### src/hw/rtl/dts_pkg.sv
`timescale 1ns / 1ps
// ----------------------------------------------------------------------------
// dts_pkg
// Shared types and constants of the delimiter token splitter.
// ----------------------------------------------------------------------------
package dts_pkg;

  localparam int unsigned CFG_DATA_W = 64;
  localparam int unsigned CFG_IDX_W  = 1;
  localparam int unsigned LEN_W      = 4;

  localparam logic [CFG_IDX_W-1:0] REG_DELIM_BYTES = 1'b0;
  localparam logic [CFG_IDX_W-1:0] REG_DELIM_LEN   = 1'b1;

  typedef enum logic {
    KIND_BYTE = 1'b0,
    KIND_MARK = 1'b1
  } res_kind_e;

  // one queued input word
  typedef struct packed {
    logic       eob;
    logic [7:0] data;
  } item_t;

  // engine to output stage: one step of work
  typedef struct packed {
    logic       emit;
    logic       done;
    res_kind_e  kind;
    logic [7:0] data;
  } ev_t;

endpackage

### src/hw/rtl/delimiter_token_splitter.sv
`timescale 1ns / 1ps
// Path: a queued word's results pass the hold register and then the output register.
// Throughput: one word per cycle while the output takes results; the window engine
// holds the queue while it flushes the window at a buffer end, byte by byte.
// Reset: asynchronous, active low; clears the queue, window state and output,
// and sets the delimiter to zero with a length of one.
// ----------------------------------------------------------------------------
// delimiter_token_splitter
// Splits a byte stream into tokens around a configurable delimiter.
// ----------------------------------------------------------------------------
module delimiter_token_splitter #(
  parameter int unsigned MAX_DELIM_BYTES = 8,
  parameter int unsigned QUEUE_DEPTH     = 2
) (
  input  logic                             clk_i,
  input  logic                             rst_ni,
  input  logic                             cfg_we_i,
  input  logic [dts_pkg::CFG_IDX_W-1:0]    cfg_index_i,
  input  logic [dts_pkg::CFG_DATA_W-1:0]   cfg_data_i,
  input  logic                             s_axis_tvalid,
  output logic                             s_axis_tready,
  input  logic [7:0]                       s_axis_tdata,   // data_byte
  input  logic                             s_axis_tlast,   // end_of_buffer
  output logic                             m_axis_tvalid,
  input  logic                             m_axis_tready,
  output logic [7:0]                       m_axis_tdata,   // token_byte
  output logic                             m_axis_tlast,   // last_of_run
  output logic                             m_axis_tuser    // result_kind
);
  import dts_pkg::*;

  logic [CFG_DATA_W-1:0] delim_q;
  logic [LEN_W-1:0]      dlen_q;

  logic   q_vld;
  item_t  q_item;
  logic   q_pop;
  logic   p_free;
  ev_t    ev;

  always_ff @(posedge clk_i or negedge rst_ni) begin
    if (!rst_ni) begin
      delim_q <= '0;
      dlen_q  <= LEN_W'(1);
    end else if (cfg_we_i) begin
      case (cfg_index_i)
        REG_DELIM_BYTES: delim_q <= cfg_data_i;
        REG_DELIM_LEN:   dlen_q  <= cfg_data_i[LEN_W-1:0];
        default: ;
      endcase
    end
  end

  dts_front #(
    .Depth (QUEUE_DEPTH)
  ) u_front (
    .clk_i         (clk_i),
    .rst_ni        (rst_ni),
    .s_axis_tvalid (s_axis_tvalid),
    .s_axis_tready (s_axis_tready),
    .s_axis_tdata  (s_axis_tdata),
    .s_axis_tlast  (s_axis_tlast),
    .pop_i         (q_pop),
    .vld_o         (q_vld),
    .item_o        (q_item)
  );

  dts_engine #(
    .MaxDelimBytes (MAX_DELIM_BYTES)
  ) u_engine (
    .clk_i    (clk_i),
    .rst_ni   (rst_ni),
    .delim_i  (delim_q[8*MAX_DELIM_BYTES-1:0]),
    .dlen_i   (dlen_q),
    .q_vld_i  (q_vld),
    .q_item_i (q_item),
    .q_pop_o  (q_pop),
    .p_free_i (p_free),
    .ev_o     (ev)
  );

  dts_emit u_emit (
    .clk_i         (clk_i),
    .rst_ni        (rst_ni),
    .ev_i          (ev),
    .p_free_o      (p_free),
    .m_axis_tvalid (m_axis_tvalid),
    .m_axis_tready (m_axis_tready),
    .m_axis_tdata  (m_axis_tdata),
    .m_axis_tlast  (m_axis_tlast),
    .m_axis_tuser  (m_axis_tuser)
  );

endmodule

### src/hw/rtl/dts_front.sv
`timescale 1ns / 1ps
// ----------------------------------------------------------------------------
// dts_front
// Input side: accepts buffer words and queues them for the window engine.
// ----------------------------------------------------------------------------
module dts_front #(
  parameter int unsigned Depth = 2
) (
  input  logic           clk_i,
  input  logic           rst_ni,
  input  logic           s_axis_tvalid,
  output logic           s_axis_tready,
  input  logic [7:0]     s_axis_tdata,   // data_byte
  input  logic           s_axis_tlast,   // end_of_buffer
  input  logic           pop_i,
  output logic           vld_o,
  output dts_pkg::item_t item_o
);
  import dts_pkg::*;

  localparam int unsigned AW = (Depth > 1) ? $clog2(Depth) : 1;
  localparam int unsigned CW = $clog2(Depth + 1);

  item_t          mem_q [Depth];
  logic [AW-1:0]  wr_ptr_q, wr_ptr_d;
  logic [AW-1:0]  rd_ptr_q, rd_ptr_d;
  logic [CW-1:0]  cnt_q, cnt_d;
  logic           push;

  assign s_axis_tready = (cnt_q != CW'(Depth));
  assign push          = s_axis_tvalid & s_axis_tready;
  assign vld_o         = (cnt_q != '0);
  assign item_o        = mem_q[rd_ptr_q];

  always_comb begin
    wr_ptr_d = wr_ptr_q;
    rd_ptr_d = rd_ptr_q;
    if (push) begin
      wr_ptr_d = (wr_ptr_q == AW'(Depth - 1)) ? '0 : wr_ptr_q + 1'b1;
    end
    if (pop_i) begin
      rd_ptr_d = (rd_ptr_q == AW'(Depth - 1)) ? '0 : rd_ptr_q + 1'b1;
    end
    case ({push, pop_i})
      2'b10:   cnt_d = cnt_q + 1'b1;
      2'b01:   cnt_d = cnt_q - 1'b1;
      default: cnt_d = cnt_q;
    endcase
  end

  always_ff @(posedge clk_i or negedge rst_ni) begin
    if (!rst_ni) begin
      wr_ptr_q <= '0;
      rd_ptr_q <= '0;
      cnt_q    <= '0;
    end else begin
      wr_ptr_q <= wr_ptr_d;
      rd_ptr_q <= rd_ptr_d;
      cnt_q    <= cnt_d;
    end
  end

  always_ff @(posedge clk_i) begin
    if (push) begin
      mem_q[wr_ptr_q] <= '{eob: s_axis_tlast, data: s_axis_tdata};
    end
  end

endmodule

### src/hw/rtl/dts_engine.sv
`timescale 1ns / 1ps
// ----------------------------------------------------------------------------
// dts_engine
// Look-ahead window: appends a word, matches the delimiter, emits results.
// ----------------------------------------------------------------------------
module dts_engine #(
  parameter int unsigned MaxDelimBytes = 8
) (
  input  logic                            clk_i,
  input  logic                            rst_ni,
  input  logic [8*MaxDelimBytes-1:0]      delim_i,
  input  logic [dts_pkg::LEN_W-1:0]       dlen_i,
  input  logic                            q_vld_i,
  input  dts_pkg::item_t                  q_item_i,
  output logic                            q_pop_o,
  input  logic                            p_free_i,
  output dts_pkg::ev_t                    ev_o
);
  import dts_pkg::*;

  localparam int unsigned WW = 8 * MaxDelimBytes;
  localparam int unsigned FW = $clog2(MaxDelimBytes + 1);

  logic [WW-1:0]  win_q, win_d;
  logic [FW-1:0]  fill_q, fill_d;
  logic           inside_q, inside_d;
  logic           busy_q;
  logic           eob_q;

  logic [WW-1:0]  ww;
  logic [FW-1:0]  wf;
  logic           weob;
  logic [FW-1:0]  len_eff;
  logic [MaxDelimBytes-1:0] eq;
  logic           match;
  logic           emit;
  res_kind_e      kind;
  logic [7:0]     data;
  logic           done;
  logic           active;
  logic           go;

  // clamp the length register to 1..MaxDelimBytes
  always_comb begin
    if (dlen_i == '0) begin
      len_eff = FW'(1);
    end else if (dlen_i > LEN_W'(MaxDelimBytes)) begin
      len_eff = FW'(MaxDelimBytes);
    end else begin
      len_eff = dlen_i[FW-1:0];
    end
  end

  // working window: held item, or the window with the next word appended
  always_comb begin
    if (busy_q) begin
      ww   = win_q;
      wf   = fill_q;
      weob = eob_q;
    end else begin
      ww   = (win_q & ~({{(WW-8){1'b0}}, 8'hFF} << {fill_q, 3'b000}))
           | ({{(WW-8){1'b0}}, q_item_i.data} << {fill_q, 3'b000});
      wf   = fill_q + FW'(1);
      weob = q_item_i.eob;
    end
  end

  always_comb begin
    for (int i = 0; i < MaxDelimBytes; i++) begin
      eq[i] = (ww[8*i +: 8] == delim_i[8*i +: 8]) || (FW'(i) >= len_eff);
    end
    match = &eq;
  end

  always_comb begin
    emit     = 1'b0;
    kind     = KIND_BYTE;
    data     = 8'h00;
    win_d    = ww;
    fill_d   = wf;
    inside_d = inside_q;
    if (wf >= len_eff) begin
      if (match) begin
        // drop the whole delimiter, close an open token
        win_d    = ww >> {len_eff, 3'b000};
        fill_d   = wf - len_eff;
        inside_d = 1'b0;
        if (inside_q) begin
          emit = 1'b1;
          kind = KIND_MARK;
        end
      end else begin
        emit     = 1'b1;
        data     = ww[7:0];
        win_d    = ww >> 8;
        fill_d   = wf - FW'(1);
        inside_d = 1'b1;
      end
    end else if (weob) begin
      // flush what is left, then close the token
      if (wf != '0) begin
        emit     = 1'b1;
        data     = ww[7:0];
        win_d    = ww >> 8;
        fill_d   = wf - FW'(1);
        inside_d = 1'b1;
      end else if (inside_q) begin
        emit     = 1'b1;
        kind     = KIND_MARK;
        inside_d = 1'b0;
      end
    end
    done = weob ? ((fill_d == '0) && !inside_d) : (fill_d < len_eff);
  end

  assign active  = busy_q | q_vld_i;
  assign go      = active & (~emit | p_free_i);
  assign q_pop_o = go & ~busy_q;

  always_comb begin
    ev_o.emit = go & emit;
    ev_o.done = go & done;
    ev_o.kind = kind;
    ev_o.data = data;
  end

  always_ff @(posedge clk_i or negedge rst_ni) begin
    if (!rst_ni) begin
      fill_q   <= '0;
      inside_q <= 1'b0;
      busy_q   <= 1'b0;
      eob_q    <= 1'b0;
    end else if (go) begin
      fill_q   <= fill_d;
      inside_q <= inside_d;
      busy_q   <= ~done;
      if (!busy_q) begin
        eob_q <= q_item_i.eob;
      end
    end
  end

  always_ff @(posedge clk_i) begin
    if (go) begin
      win_q <= win_d;
    end
  end

endmodule

### src/hw/rtl/dts_emit.sv
`timescale 1ns / 1ps
// ----------------------------------------------------------------------------
// dts_emit
// Result hold and output register; marks the final result of each word.
// ----------------------------------------------------------------------------
module dts_emit (
  input  logic         clk_i,
  input  logic         rst_ni,
  input  dts_pkg::ev_t ev_i,
  output logic         p_free_o,
  output logic         m_axis_tvalid,
  input  logic         m_axis_tready,
  output logic [7:0]   m_axis_tdata,   // token_byte
  output logic         m_axis_tlast,   // last_of_run
  output logic         m_axis_tuser    // result_kind
);
  import dts_pkg::*;

  logic       p_vld_q;
  logic       p_last_q;
  res_kind_e  p_kind_q;
  logic [7:0] p_data_q;

  logic       o_vld_q;
  logic       o_last_q;
  res_kind_e  o_kind_q;
  logic [7:0] o_data_q;

  logic       out_free;
  logic       p_move;

  assign out_free = ~o_vld_q | m_axis_tready;
  assign p_free_o = ~p_vld_q | out_free;
  // a held result leaves once it is known final or a newer one displaces it
  assign p_move   = p_vld_q & out_free & (p_last_q | ev_i.emit);

  always_ff @(posedge clk_i or negedge rst_ni) begin
    if (!rst_ni) begin
      p_vld_q  <= 1'b0;
      p_last_q <= 1'b0;
      o_vld_q  <= 1'b0;
      o_last_q <= 1'b0;
    end else begin
      if (ev_i.emit) begin
        p_vld_q  <= 1'b1;
        p_last_q <= ev_i.done;
      end else if (p_move) begin
        p_vld_q  <= 1'b0;
      end else if (ev_i.done && p_vld_q) begin
        p_last_q <= 1'b1;
      end
      if (p_move) begin
        o_vld_q  <= 1'b1;
        o_last_q <= p_last_q;
      end else if (m_axis_tready) begin
        o_vld_q  <= 1'b0;
      end
    end
  end

  always_ff @(posedge clk_i) begin
    if (ev_i.emit) begin
      p_kind_q <= ev_i.kind;
      p_data_q <= ev_i.data;
    end
    if (p_move) begin
      o_kind_q <= p_kind_q;
      o_data_q <= p_data_q;
    end
  end

  assign m_axis_tvalid = o_vld_q;
  assign m_axis_tdata  = o_data_q;
  assign m_axis_tlast  = o_last_q;
  assign m_axis_tuser  = o_kind_q;

endmodule
### config.mk
export PLATFORM = sky130hd
export DESIGN_NAME = delimiter_token_splitter
export DESIGN_NICKNAME = d
export VERILOG_FILES = /design/src/hw/rtl/dts_pkg.sv /design/src/hw/rtl/delimiter_token_splitter.sv /design/src/hw/rtl/dts_front.sv /design/src/hw/rtl/dts_engine.sv /design/src/hw/rtl/dts_emit.sv
export SDC_FILE = /design/constraint.sdc
export NUM_CORES = 1
export LEC_CHECK = 0
export ABC_AREA = 1
export BUFFER_PORTS_ARGS = -buffer_cell sky130_fd_sc_hd__buf_2
export CORE_UTILIZATION = 65
export DETAILED_ROUTE_END_ITERATION = 10
export PLACE_DENSITY_LB_ADDON = 0.1
export SETUP_SLACK_MARGIN = 0.3
export SLEW_MARGIN = 10
export SYNTH_ARGS = -nofsm -noshare
export SYNTH_HDL_FRONTEND = slang
export SYNTH_SLANG_ARGS = --single-unit
### constraint.sdc
create_clock -name clk_i -period 6.8 [get_ports clk_i]
set_input_delay 0.34 -clock clk_i [delete_from_list [all_inputs] [get_ports clk_i]]
set_output_delay 0.34 -clock clk_i [all_outputs]
set_load 0.005 [all_outputs]
=== Word level (Yosys, flattened, before mapping) ===
Memories as Yosys holds them, arrays and structs flattened.
Cells that the tools add are included.

* Memories kept: 1
* Bits in registers: 165
* Output and inout port bits: 12
* Input port bits: 79
* Bits in writable memories: 18
* Logic and storage cells: 139

{| class="wikitable"
|+ Memory list
! name !! words !! width !! read ports !! clocked after Yosys merged registers in !! write ports !! RTL line !! source
|-
| u_front.mem_q || 2 || 9 || 1 || 0 || 1 || dts_front.sv:24 || <nowiki>item_t mem_q [Depth];</nowiki>
|}

* $add $sub $neg: 7
* Shifts and indexed selects: 3
* Eq/ne operators: 12
* Bitwise operators: 21
* Order comparisons: 11
* Muxes and demuxes: 43
* Reduce and logical (&&, ||, !) cells: 23

{| class="wikitable"
|+ Operator list
! operator !! number
|-
| 2-to-1 mux 64 bit || 5
|-
| bitwise AND 64 bit || 1
|-
| == test 8 bit || 8
|-
| inverter 64 bit || 1
|-
| OR 64 bit || 1
|-
| << shifter 8 x 7 -> 64 bit || 1
|-
| << shifter 8 x 7 -> 64 bit, first input constant || 1
|-
| right shift 64 x 7 -> 64 bit || 1
|-
| 2-to-1 mux 8 bit || 4
|-
| 2-to-1 mux 4 bit || 7
|-
| 2-to-1 mux 1 bit || 26
|-
| greater-or-equal comparator 3 x 4 -> 1 bit, first input constant || 4
|-
| nonzero test 2 bit || 5
|-
| greater-or-equal comparator 1 x 4 -> 1 bit, first input constant || 2
|-
| greater-or-equal comparator 2 x 4 -> 1 bit, first input constant || 2
|-
| logical NOT 4 bit || 2
|-
| logical OR 1 bit || 8
|-
| AND reduction 8 bit || 1
|-
| bitwise AND 1 bit || 7
|-
| inverter 1 bit || 6
|-
| AND reduction 2 bit || 3
|-
| OR 1 bit || 5
|-
| adder 4 x 1 -> 4 bit, second input constant || 1
|-
| greater-or-equal comparator 4 bit || 1
|-
| other kinds (15) || 17
|}

=== Depth between registers and ports, before layout ===
* Depth after elaboration: 18
* Depth in mapped cells: 30
* Gate-level depth less buffers: 29

=== Modules after synthesis ===
A second synthesis with hierarchy kept.

* Cells, all modules: 1700
* Area, all modules: 12851.1 µm²

{| class="wikitable"
|+ Modules (own cells, without submodules)
! module !! instances !! area an instance (µm²) !! seq. area each (µm²) !! cells an instance
|-
| dts_engine || 1 || 8054.0 || 2097.0 || 1290
|-
| delimiter_token_splitter || 1 || 3158.0 || 1702.9 || 296
|-
| dts_front || 1 || 897.1 || 640.6 || 72
|-
| dts_emit || 1 || 742.0 || 640.6 || 42
|}

=== Least setup slack after synthesis ===
OpenSTA, ideal clock, no wires.

* Kind: reg2reg
* Start point: register dlen_q[3]
* End point: register u_engine.win_q[0], enable pin
* Path slack: 2.242 ns
* Data arrival time: 4.167 ns
* Data required time: 6.409 ns
* Clock period less this slack: 4.558 ns
* Cell stages (with the launch flop): 20
* Library setup time: 0.391 ns
* Path buffers: 4
* Cells stage by stage: dfrtp_1 -> nor2_1 -> clkbuf_1 -> nand2_1 -> o21a_1 -> inv_1 -> clkbuf_1 -> clkbuf_1 -> ha_1 -> fa_1 -> nor2_1 -> a311o_1 -> a21oi_1 -> inv_2 -> o21ai_0 -> nand3_2 -> nand2_1 -> nand2_2 -> buf_6 -> inv_2

* Word-level cells in the longest chain between the ends: 11
* Elaborated cells between the ends (all ways): 27
* Classes of those cells: order compare: 10; mux: 4; bitwise: 3; reduce/logical: 10

{| class="wikitable"
|+ RTL lines
! element !! RTL line !! source
|-
| start, declared || delimiter_token_splitter.sv:33 || <nowiki>logic [LEN_W-1:0] dlen_q;</nowiki>
|-
| start signal, assigned || delimiter_token_splitter.sv:48 || <nowiki>REG_DELIM_LEN: dlen_q <= cfg_data_i[LEN_W-1:0];</nowiki>
|-
| > comparator 4 bit || dts_engine.sv:47 || <nowiki>end else if (dlen_i > LEN_W'(MaxDelimBytes)) begin</nowiki>
|-
| 2-to-1 mux 4 bit || dts_engine.sv:47 ||
|-
| 2-to-1 mux 4 bit (*) || dts_engine.sv:45 || <nowiki>if (dlen_i == '0) begin</nowiki>
|-
| greater-or-equal comparator 1 x 4 -> 1 bit (tied with other cells) || dts_engine.sv:70 || <nowiki>eq[i] = (ww[8*i +: 8] == delim_i[8*i +: 8]) || (FW'(i) >= len_eff);</nowiki>
|-
| logical OR 1 bit || dts_engine.sv:70 ||
|-
| AND reduction 8 bit || dts_engine.sv:72 || <nowiki>match = &eq;</nowiki>
|-
| 2-to-1 mux 1 bit || dts_engine.sv:83 || <nowiki>if (match) begin</nowiki>
|-
| 2-to-1 mux 1 bit (*) || dts_engine.sv:82 || <nowiki>if (wf >= len_eff) begin</nowiki>
|-
| inverter 1 bit (*) || dts_engine.sv:117 || <nowiki>assign go = active & (~emit | p_free_i);</nowiki>
|-
| OR 1 bit (*) || dts_engine.sv:117 ||
|-
| bitwise AND 1 bit (*) || dts_engine.sv:117 ||
|-
| end signal, assigned || dts_engine.sv:145 || <nowiki>win_q <= win_d;</nowiki>
|-
| end, declared || dts_engine.sv:24 || <nowiki>logic [WW-1:0] win_q, win_d;</nowiki>
|}

Every way passes the cells marked *; elsewhere a longest branch is shown, timed or not.
A chain may end at the register's enable or synchronous reset.

=== Final worst setup path ===
* Start point: register u_engine.fill_q[1]
* End point: register u_front.cnt_q[1]

* Word-level cells in the longest chain between the ends: 16
* Elaborated cells between the ends (all ways): 39
* Classes of those cells: add/sub: 1; order compare: 1; eq/ne: 10; shift: 2; mux: 7; bitwise: 7; reduce/logical: 11

{| class="wikitable"
|+ RTL lines
! element !! RTL line !! source
|-
| start, declared || dts_engine.sv:25 || <nowiki>logic [FW-1:0] fill_q, fill_d;</nowiki>
|-
| start signal, assigned || dts_engine.sv:134 || <nowiki>fill_q <= fill_d;</nowiki>
|-
| << shifter 8 x 7 -> 64 bit || dts_engine.sv:61 || <nowiki>ww = (win_q & ~({{(WW-8){1'b0}}, 8'hFF} << {fill_q, 3'b000}))</nowiki>
|-
| inverter 64 bit || dts_engine.sv:61 ||
|-
| bitwise AND 64 bit || dts_engine.sv:61 ||
|-
| OR 64 bit || dts_engine.sv:62 || <nowiki>| ({{(WW-8){1'b0}}, q_item_i.data} << {fill_q, 3'b000});</nowiki>
|-
| 2-to-1 mux 64 bit || dts_engine.sv:56 || <nowiki>if (busy_q) begin</nowiki>
|-
| == test 8 bit || dts_engine.sv:70 ||
|-
| logical OR 1 bit || dts_engine.sv:70 ||
|-
| AND reduction 8 bit || dts_engine.sv:72 ||
|-
| 2-to-1 mux 1 bit || dts_engine.sv:83 ||
|-
| 2-to-1 mux 1 bit (*) || dts_engine.sv:82 ||
|-
| inverter 1 bit (*) || dts_engine.sv:117 ||
|-
| OR 1 bit (*) || dts_engine.sv:117 ||
|-
| bitwise AND 1 bit (*) || dts_engine.sv:117 ||
|-
| bitwise AND 1 bit (*) || dts_engine.sv:118 || <nowiki>assign q_pop_o = go & ~busy_q;</nowiki>
|-
| net q_pop || delimiter_token_splitter.sv:37 || <nowiki>logic q_pop;</nowiki>
|-
| == test 2 x 1 -> 1 bit / == test 2 bit (equally long branches) || dts_front.sv:44 || <nowiki>case ({push, pop_i})</nowiki>
|-
| case mux 2 bit (2 select lines) / nonzero test 2 bit (equally long branches) || -- ||
|-
| end signal, assigned || dts_front.sv:59 || <nowiki>cnt_q <= cnt_d;</nowiki>
|-
| end, declared || dts_front.sv:27 || <nowiki>logic [CW-1:0] cnt_q, cnt_d;</nowiki>
|}

The timed path passes the listed nets; every way through them passes the cells marked *.

==> impl_metrics.toml <==
[outcome]
status = "completed"

[timing]
rsz0062_at_grt = "no"
hold_viol = 0
setup_viol = 0
finalCritPeriodShare_pct = 82.2
fin_worst_skew_ns = 0.0143
finalCriticalPeriod_ns = 5.59
fmax_ghz = 0.179
drv_slew = 0
setup_slack_ns = 1.21
fin_setup_tns_ns = 0
tightest_slew_ns = 1.18
slew_headroom_pct = 21.0
fin_hold_ws_ns = 0.0685

[cts]
cts_tree = "built"
cts_resized = 0
hold_buffers = 0
clock_latency_ns = 0.46
cts-buffers-inserted = 17
clk_pin_slew_ns = 0.08
cts_max_level = 4
clockBufferDepth = 2
ctsRootBufferMaster = "clkbuf_16"
clkSinkCount = 183
postCtsSetupBuffers = 0

[detailed_routing]
dr.pass1.iters = 9
post_drt_wl_per_cell_um = 22.3
num_vias = 12400
ant_nets = 0
drtIter0Drc = 2104
viasPerCell = 6.45
drc = 0
routed_wirelength_mm = 43.1

[layout]
fin_cells = 1929
design_area_sq_um = 13300
antenna_cells = 0
drive_gt1_share_pct = 12.7
fill_cells = 1418
fin_nets = 1782
synthToLayoutAreaGrowth_pct = 8.99

[run]
maxCapViolations = 0

[place]
dp_worst_setup_slack_ns = 1.45
portBuffers = 90
place_area_sq_um = 12700
gp_congestion = 1.07
dp_hpwl_mm = 31.1
place_inst = 1897

[global_route]
grt_usage_pct = 45.7
grt_pass1_wl_mm = 66.1
grt_pass1_vias = 11600
grt_max_degree = 84
antenna_found_initial = 0
grt-ovfl-total = 0

[floorplan]
core-area_sq_um = 18100
pin_count = 91
initial_core_util_pct = 67.1
die-area_sq_um = 19300
std_cell_rows = 49
die_h_um = 139
die_w_um = 139

[yosys]
netlist-cell-type-count = 49
synthArstFlopShare_pct = 45.4
yosysSeqAreaShare_pct = 41.7
synth-edff-count = 100
ys.flop_type = "edfxtp_1"
ys_seq_elements = 183
yosysTopAreaCell = "edfxtp_1"
yosys_warnings = 0
synth_nets = 1741
synth_top_area_share_pct = 24.6
synthCells = 1646
synth_area_per_cell_sq_um = 7.40
synth_area_leaders = "edfxtp_1, dfrtp_1, nand2_1"
syn_area_sq_um = 12200

[power_and_ir_drop]
p_leak_nw = 6.24
p_seq_share_pct = 27.5
combinationalPowerShare_pct = 57.8
power.switching_mw = 3.68
vdd_drop_max_mv = 0.410
power_frac_clock_pct = 14.7
powerDensity_nw_per_um2 = 538
sw_frac_of_total_pct = 51.5
intPower_mw = 3.47

[worst_hold_path]
hold_end = "u_front.mem_q[1][1]"
min_from = "s_axis_tdata[1]"
hold_depth = 1
hp-class = "in -> reg"

[worst_setup_path]
r2r_cells = 19
critPathMaxFanout = 25
r2r-start = "u_engine.fill_q[1]"
crit_arrival_ns = 5.92
crit_type = "reg -> reg"
r2r_setup_slack_ns = 1.21
cp-start-kind = "flop"
timing.rr.end = "u_front.cnt_q[1]"
required_ns = 7.13
worstSetupEndpointType = "flop"
## Yosys cell counts (all sizes together) (26+ instances only)
library cell    n
o211ai         31
inv           177
nand3b         26
mux2           26
o21ai         141
edfxtp        100
buf            33
nor2          135
clkbuf         48
a21oi          90
nand3          57
dfrtp          82
o221ai         36
nand2         554
## power groups by stage
| stage | combinational, mW | clock, mW | sequential, mW |
|---|---|---|---|
| 2_1_floorplan | 2.79 | 0 | 1.90 |
| 3_3_place_gp | 3.83 | 0 | 1.96 |
| 3_5_place_dp | 3.90 | 0 | 1.98 |
| 4_1_cts | 3.93 | 1.05 | 1.96 |
| 5_1_grt | 4.43 | 1.08 | 2.00 |
| 6_report | 4.13 | 1.05 | 1.97 |
## cells by family after synthesis
kind of cell | synth area share (%)
AOI/OAI and AO/OA | 18.0
xor gates and xnor gates | 0.719
adders and majority gates | 1.70
buffers and inverters | 8.65
DFF | 41.7
muxes | 2.40
and+or+nand+nor | 26.9
## critical path, stage by stage (launching register included)
cell     delay (ns)
dfrtp_1        0.72
inv_1          0.35
ha_1           0.38
inv_1          0.03
o21ai_0        0.44
ha_1           0.36
a311o_1        0.33
a21oi_2        0.12
buf_4          0.33
inv_2          0.10
nor2_2         0.83
inv_2          0.09
nand3_2        0.14
nand2_1        0.07
nand2_2        0.24
nor2_4         0.06
ha_1           0.34
a21oi_1        0.17
o21ai_0        0.17
xor2_1         0.17
## registers in the layout, summed over array words and instances, names as in the netlist, 2 cells and up
name	count
delim_q	64
u_engine.win_q	64
u_front.mem_q	18
u_emit.m_axis_tdata	8
u_emit.p_data_q	8
dlen_q	4
u_engine.fill_q	4
u_front.cnt_q	2
## area by class of cell
class                   instances  area (sq um)  area share [%]
clock inverters                15           199            1.50
flip-flops and latches        183          5080            38.3
inverters                     179           674            5.08
multi-input cells            1203          6060            45.7
repair buffers                103           551            4.15
clock buffers                  17           425            3.20
well taps                     229           287            2.16
## layer usage
layer / part of all wire (%) / GRT usage (%) / vias to the layer above
met2: 43 / 69.1 / 994
met3: 14 / 12.8 / 203
li1: - / - / 5617
met4: 6.4 / 26.3 / 0
met1: 37 / 59.3 / 5626
met5: 0 / 0 / -
## how the worst max path moves through the flow
stage	from	end	slack [ns]
2_1_floorplan	dlen_q[3]	u_engine.win_q[0]	2.24
4_1_cts	u_engine.fill_q[1]	u_emit.p_last_q	1.41
3_5_place_dp	u_engine.fill_q[1]	u_emit.p_last_q	1.45
3_3_place_gp	u_engine.fill_q[1]	u_emit.p_last_q	1.64
5_1_grt	u_engine.fill_q[1]	u_emit.p_last_q	1.01
6_report	u_engine.fill_q[1]	u_front.cnt_q[1]	1.21
## per-stage QoR
| step | power, mW | utilization, % |
|---|---|---|
| floorplan | 4.69 | - |
| finish | 7.15 | 73.2 |
| global placement | 5.79 | 69.7 |
| detailed placement | 5.88 | 69.7 |
| CTS | 6.94 | 73.2 |
| global route | 7.51 | 73.2 |
## cell usage in the layout, fill, tap and decap left out, types with 2 or more instances in the layout
master	instances
o21ai_0	128
nand3b_1	25
inv_6	3
o31ai_1	2
nor2_1	125
a21oi_1	89
inv_1	152
o211ai_1	31
nand2_1	541
inv_2	24
nand4_1	11
nor2_2	5
nor2_4	4
edfxtp_1	100
buf_2	89
inv_8	4
mux2_2	26
clkinv_8	5
o21ai_1	12
a221oi_1	15
o21a_1	7
nand2_2	10
buf_4	14
o221ai_1	36
nor3_1	5
ha_1	15
xnor2_1	5
a22oi_1	7
nand3_1	56
clkinv_1	2
xor2_1	5
dfrtp_1	82
nand2_4	3
o22ai_1	24
clkbuf_16	17
o32ai_1	3
No activity file was read; power rests on OpenSTA's default activity.
